===== config.mk =====
export PLATFORM = sky130hd
export DESIGN_NAME = soa_front
export DESIGN_NICKNAME = d
export VERILOG_FILES = /design/src/sv/soa_pkg.sv /design/src/sv/soa_front.sv
export SDC_FILE = /design/constraint.sdc
export NUM_CORES = 1
export LEC_CHECK = 0
export ABC_CLOCK_PERIOD_IN_PS = 9000
export BUFFER_PORTS_ARGS = -buffer_cell sky130_fd_sc_hd__buf_2
export CAP_MARGIN = 20
export CORE_UTILIZATION = 30
export DETAILED_ROUTE_END_ITERATION = 16
export HOLD_SLACK_MARGIN = 0.06
export PLACE_DENSITY = 0.55
export SLEW_MARGIN = 40
export SYNTH_ARGS = -nofsm -noshare
export SYNTH_HDL_FRONTEND = slang
export SYNTH_SLANG_ARGS = --single-unit

===== constraint.sdc =====
create_clock -name clk -period 9 [get_ports clk]
set_input_delay 0.45 -clock clk [delete_from_list [all_inputs] [get_ports clk]]
set_output_delay 0.45 -clock clk [all_outputs]
set_load 0.05 [all_outputs]

===== src/sv/soa_pkg.sv =====
// Shared types and constants for the subregion ownership allocator.
// No dependencies.
package soa_pkg;

  typedef enum logic [1:0] {
    ST_OK     = 2'd0,
    ST_NOMEM  = 2'd1,
    ST_BADARG = 2'd2
  } status_t;

  typedef enum logic [1:0] {
    CLS_DDR     = 2'd0,
    CLS_HBM_PIN = 2'd1,
    CLS_HBM_ANY = 2'd2,
    CLS_INVALID = 2'd3
  } mem_class_t;

  typedef enum logic {
    KIND_ALLOC = 1'b0,
    KIND_FREE  = 1'b1
  } kind_t;

  localparam logic [0:0] CFG_DDR_BASE = 1'b0;
  localparam logic [0:0] CFG_HBM_BASE = 1'b1;

  typedef enum logic [2:0] {
    BK_IDLE,
    BK_READ,
    BK_CHECK,
    BK_WRITE,
    BK_DONE
  } bk_state_t;

endpackage


===== src/sv/soa_front.sv =====
// Front end: accepts requests, checks arguments and forms a scan command.
// Depends on soa_pkg.
module soa_front #(
  parameter int DDR_REGION_COUNT    = 4,
  parameter int HBM_REGION_COUNT    = 64,
  parameter int SUBREGIONS_IN_REGION = 8,
  parameter int SUBREGION_SHIFT     = 26,
  parameter int SW = (SUBREGIONS_IN_REGION > 1) ? $clog2(SUBREGIONS_IN_REGION) : 1,
  parameter int NW = $clog2(SUBREGIONS_IN_REGION + 1),
  parameter int RW = ((DDR_REGION_COUNT > HBM_REGION_COUNT ? DDR_REGION_COUNT
                                                           : HBM_REGION_COUNT) > 1)
                   ? $clog2(DDR_REGION_COUNT > HBM_REGION_COUNT ? DDR_REGION_COUNT
                                                                : HBM_REGION_COUNT)
                   : 1
) (
  input  logic        clk,
  input  logic        rst_n,
  input  logic        in_valid,
  input  logic        in_kind,
  input  logic [1:0]  in_mem_class,
  input  logic [63:0] in_request_size,
  input  logic [7:0]  in_region_select,
  input  logic [15:0] in_owner_id,
  input  logic [63:0] in_free_address,
  input  logic [63:0] ddr_base,
  input  logic [63:0] hbm_base,
  input  logic        q_full,
  output logic        q_push,
  output logic        cmd_bad,
  output logic        cmd_kind,
  output logic        cmd_hbm,
  output logic [RW-1:0] cmd_first,
  output logic [RW-1:0] cmd_last,
  output logic [SW-1:0] cmd_start,
  output logic [NW-1:0] cmd_len,
  output logic [15:0] cmd_owner,
  output logic [63:0] cmd_base,
  output logic        busy
);
  import soa_pkg::*;

  localparam int OFFW = SUBREGION_SHIFT + SW + RW;
  // Subregion index width and the reciprocal used to split it into region and slot
  localparam int QW   = OFFW - SUBREGION_SHIFT;
  localparam int KSH  = QW + 7;
  localparam int PW   = QW + KSH + 1;
  localparam logic [PW-1:0] RECIP =
    PW'(((64'd1 << KSH) + 64'(SUBREGIONS_IN_REGION) - 64'd1) / 64'(SUBREGIONS_IN_REGION));

  // Registered request and stage flag
  logic        v_r;
  logic        kind_r;
  logic [1:0]  cls_r;
  logic [63:0] size_r, faddr_r;
  logic [7:0]  sel_r;
  logic [15:0] owner_r;

  always_ff @(posedge clk) begin
    if (!rst_n) begin
      v_r <= 1'b0;
    end else if (in_valid && !busy) begin
      v_r <= 1'b1;
    end else if (q_push) begin
      v_r <= 1'b0;
    end
    if (in_valid && !busy) begin
      kind_r  <= in_kind;
      cls_r   <= in_mem_class;
      size_r  <= in_request_size;
      faddr_r <= in_free_address;
      sel_r   <= in_region_select;
      owner_r <= in_owner_id;
    end
  end

  assign busy   = v_r;
  assign q_push = v_r && !q_full;

  // Classify the request
  logic [63:0] nsub, base, off, span;
  logic        rem_nz, hbm, bad;
  logic [OFFW-1:0] off_n;
  logic [QW-1:0] qsub;
  logic [PW-1:0] rprod;
  logic [RW-1:0] reg_idx;
  logic [SW-1:0] st;

  always_comb begin
    rem_nz = |size_r[SUBREGION_SHIFT-1:0];
    nsub   = (size_r >> SUBREGION_SHIFT) + {63'd0, rem_nz};
    hbm    = (cls_r != CLS_DDR);
    base   = hbm ? hbm_base : ddr_base;
    span   = hbm ? (64'(HBM_REGION_COUNT) * 64'(SUBREGIONS_IN_REGION)) << SUBREGION_SHIFT
                 : (64'(DDR_REGION_COUNT) * 64'(SUBREGIONS_IN_REGION)) << SUBREGION_SHIFT;
    off    = faddr_r - base;
    off_n  = off[OFFW-1:0];
    // Split the subregion index into region and slot by reciprocal multiply
    qsub    = off_n[OFFW-1:SUBREGION_SHIFT];
    rprod   = PW'(qsub) * RECIP;
    reg_idx = RW'(rprod >> KSH);
    st      = SW'(qsub - QW'(reg_idx) * QW'(SUBREGIONS_IN_REGION));
    bad = (size_r == 64'd0) || (owner_r == 16'd0) || (cls_r == CLS_INVALID)
       || (nsub > 64'(SUBREGIONS_IN_REGION));
    if (kind_r == KIND_ALLOC) begin
      if (cls_r == CLS_HBM_PIN && {1'b0, sel_r} >= 9'(HBM_REGION_COUNT)) bad = 1'b1;
    end else begin
      if (faddr_r < base || off >= span || |off[SUBREGION_SHIFT-1:0]) bad = 1'b1;
      if (64'(st) + nsub > 64'(SUBREGIONS_IN_REGION)) bad = 1'b1;
    end
  end

  assign cmd_bad   = bad;
  assign cmd_kind  = kind_r;
  assign cmd_hbm   = hbm;
  assign cmd_len   = NW'(nsub);
  assign cmd_owner = owner_r;
  assign cmd_base  = base;
  assign cmd_start = st;

  always_comb begin
    if (kind_r == KIND_FREE) begin
      cmd_first = reg_idx;
      cmd_last  = reg_idx;
    end else if (cls_r == CLS_HBM_PIN) begin
      cmd_first = RW'(sel_r);
      cmd_last  = RW'(sel_r);
    end else if (hbm) begin
      cmd_first = '0;
      cmd_last  = RW'(HBM_REGION_COUNT - 1);
    end else begin
      cmd_first = '0;
      cmd_last  = RW'(DDR_REGION_COUNT - 1);
    end
  end
endmodule


==> results by group <==
Global routing
  • Vias in the first global route: 12460
  • Global-route wire length before repair: 72620 um
  • Grt ovf: 0
  • Largest net degree at the start of global routing: 74
  • Total GRT Usage: 21.26%
  • Initial antenna violation count: 4

Die
  • Die X: 212.1 um
  • Io pins: 391
  • Starting Density: 30.62%
  • Vert. Die Dim: 212.1 um
  • Die area: 45000 sq um
  • Core area: 43270 sq um
  • Floorplan row count: 76

Hold path
  • Tightest Hold Check Type: in -> reg

Drt
  • Detailed Route WL: 48760 um
  • DRC viols: 0
  • Vias: 13110
  • Routed len/inst: 20.24 um
  • Drt initial violations: 905
  • Vias per inst: 5.443
  • Routed Antenna Nets: 0
  • 1st-pass router iterations: 5

Synthesis
  • Most used DFF post-synth: edfxtp_1
  • Mapped Cells: 1450
  • Count leader, synth: edfxtp_1
  • Share of synthesized flip-flops with an asynchronous set or reset: 0%
  • Post-synth EDFFs: 155
  • Synth top area cells: edfxtp_1 35%, ha_1 5.9%, mux2i_1 4.2%, a21oi_1 4.0%, nand2_1 3.3%
  • Seq cells post-synth: 156
  • Post-synthesis cell type count: 102
  • Post-Synthesis Net Count: 1801
  • Mapped cell area: 13250 sq um
  • Top-area cell type share of the netlist area: 35.14%
  • Area leader, netlist: edfxtp_1
  • Register area share after synthesis: 35.29%
  • Synthesized area per cell: 9.135 sq um
  • Synth cell count leaders: 155 x edfxtp_1, 116 x nand2_1, 107 x a21oi_1, 100 x inv_1, 89 x nor2_1
  • YS warnings: 0

CTS
  • Setup Fix Bufs, Post-CTS: 0
  • Worst skew pair latency: 0.47 ns
  • Clock transition at path regs: 0.07 ns
  • CTS Hold Bufs: 0
  • Num CTS Buffers: 17
  • CTS Sinks: 156
  • H-tree depth: 4
  • CTS max path bufs: 2
  • TritonCTS clock tree: yes
  • CTS Root Cell: clkbuf_16

Timing
  • Slew headroom: 35.67%
  • Least-Margin Pin Slew: 0.9581 ns
  • Final Cycle Share: 93.23%
  • Worst clock skew: 0.01262 ns
  • Max Clk Rate: 119.2 MHz
  • Fin. Hold Viols: 0
  • Endpoints failing setup: 0
  • Final Max Slew Viols: 0
  • Setup TNS: 0 ns
  • RSZ-0062 raised after global routing: no
  • Min Tclk post-route: 8.391 ns

Placement
  • Dpl hpwl: 40510 um
  • Placer's final routability congestion estimate: 0.9202
  • IO Port Bufs: 390

Setup path
  • Critical Path RT: 8.55 ns
  • Startpoint Class: register
  • CP arrival: 7.94 ns
  • Crit Path Max Fanout: 26
  • Critical setup path kind: reg -> out
  • Critical path capture point type: output pin

Finish
  • Area of the multi-input gates: 7985 sq um
  • Synth-to-layout area growth: 23.86%
  • Layout cells sized above 1: 27.46%
  • Fill cells: 4437
  • Reg area: 4674 sq um
  • Final #Nets: 2159
  • Fin util: 37.92%

Power and ir drop
  • Max rail drop VDD: 118.7 uV
  • Overall power: 2.621 mW
  • Leakage: 6.748 nW
  • PD cells: 159.7 nW/um^2

Outcome
  • Status: completed

Flow run
  • Max Cap Viol: 0
==> power breakdown <==
group          total, mW  switching [mW]  internal, mW
Clock              0.744           0.348         0.396
Combinational      0.984           0.666         0.317
Sequential         0.893          0.0387         0.854
Total               2.62            1.05          1.57
==> layout by cell type, fill, tap and decap left out, types with 10 or more instances in the layout <==
cell         n
mux2i_1     56
o22ai_1     10
ha_1        62
a31oi_1     15
o21ai_0     45
nand4_1     36
xnor2_1     39
xor2_1      37
and3_1      21
a21oi_1    107
edfxtp_1   155
o21a_1      10
nor2_1      89
or2_2       12
nand2_1    116
nor2b_1     13
or4_1       10
nand2b_1    14
buf_2      390
nor3_1      34
nor4_1      35
and2_1      17
nand3_1     47
or3_1       11
a21o_1      34
o21bai_1    15
and4_1      10
o211ai_1    11
inv_1      100
o31ai_1     10
a211oi_1    14
clkbuf_16   17
==> routing by layer <==
metal | up-vias | track usage [%] | wire length [um]
met4 | 2 | 5.922 | 753
met3 | 39 | 3.811 | 2977
met1 | 6329 | 26.90 | 20880
li1 | 6280 | - | -
met2 | 461 | 36.80 | 24140
met5 | - | 0 | 8
==> flip-flops by register name, summed over array words and instances (netlist names) <==
name,count
busy,1
cls_r,2
cmd_kind,1
cmd_owner,16
faddr_r,64
sel_r,8
size_r,64
==> worst max-delay path: stages (launching register included) <==
cell and delay, ns:
edfxtp_1 0.36, buf_4 0.21, or2_1 0.25, clkinv_2 0.27
buf_6 0.34, buf_6 0.32, mux2i_1 0.39, ha_1 0.35
a21o_1 0.26, a21o_1 0.24, a31o_2 0.25, a21oi_1 0.24
o31ai_1 0.17, xnor2_1 0.43, ha_1 0.27, a21oi_1 0.14
nor3_4 0.28, o211ai_1 0.21, nor2_1 0.21, and4_1 0.26
nand2_1 0.15, or4_1 0.51, a221oi_1 0.32, nand4_1 0.13
nand4b_1 0.18, nor4_1 0.29, a31oi_1 0.14, buf_2 0.23
==> area by class of cell <==
cell class / count / area share, %
repair buffers: 399 / 12.40
clock buffers: 17 / 2.593
multi-input cells: 1133 / 48.67
inverters: 101 / 2.318
well taps: 585 / 4.461
flip-flops and latches: 156 / 28.49
clock inverters: 15 / 1.022
diodes: 3 / 0.04576
==> cell families after synthesis <==
group	Yosys count	share of synthesized area, %
xor+xnor	79	5.223
buf+inv	161	4.940
flops	156	35.29
fa+ha+maj	71	6.687
simple gates	528	22.18
compound gates	398	21.28
mux	57	4.402
==> final timing paths <==
kind / startpoint / end / slack [ns] / cells past startpoint
worst min register to register: busy / busy / 0.60 / 2
worst max-delay path: cls_r[1] / cmd_bad / 0.61 / 27
worst max register to register: busy / faddr_r[46] / 7.11 / 2
worst min-delay path: in_free_address[60] / faddr_r[60] / 0.14 / 1
==> metrics by stage <==
step	setup slack [ns]	instances	instance area (sq um)	hold slack, ns
floorplan	0.5382	1450	13250	0.5489
global placement	1.054	2374	15730	0.5855
detailed placement	0.6376	2374	15750	0.5943
CTS	0.09161	2406	16340	0.1099
global route	0.006821	2407	16400	0.1229
finish	0.6091	2409	16410	0.1421
==> timing repair <==
item / CTS / global route
resized for setup: 0 / 7
hold endpoints to repair: 0 / 0
setup endpoints to repair: 0 / 1
Note: power is estimated with default switching activity, not from simulation.
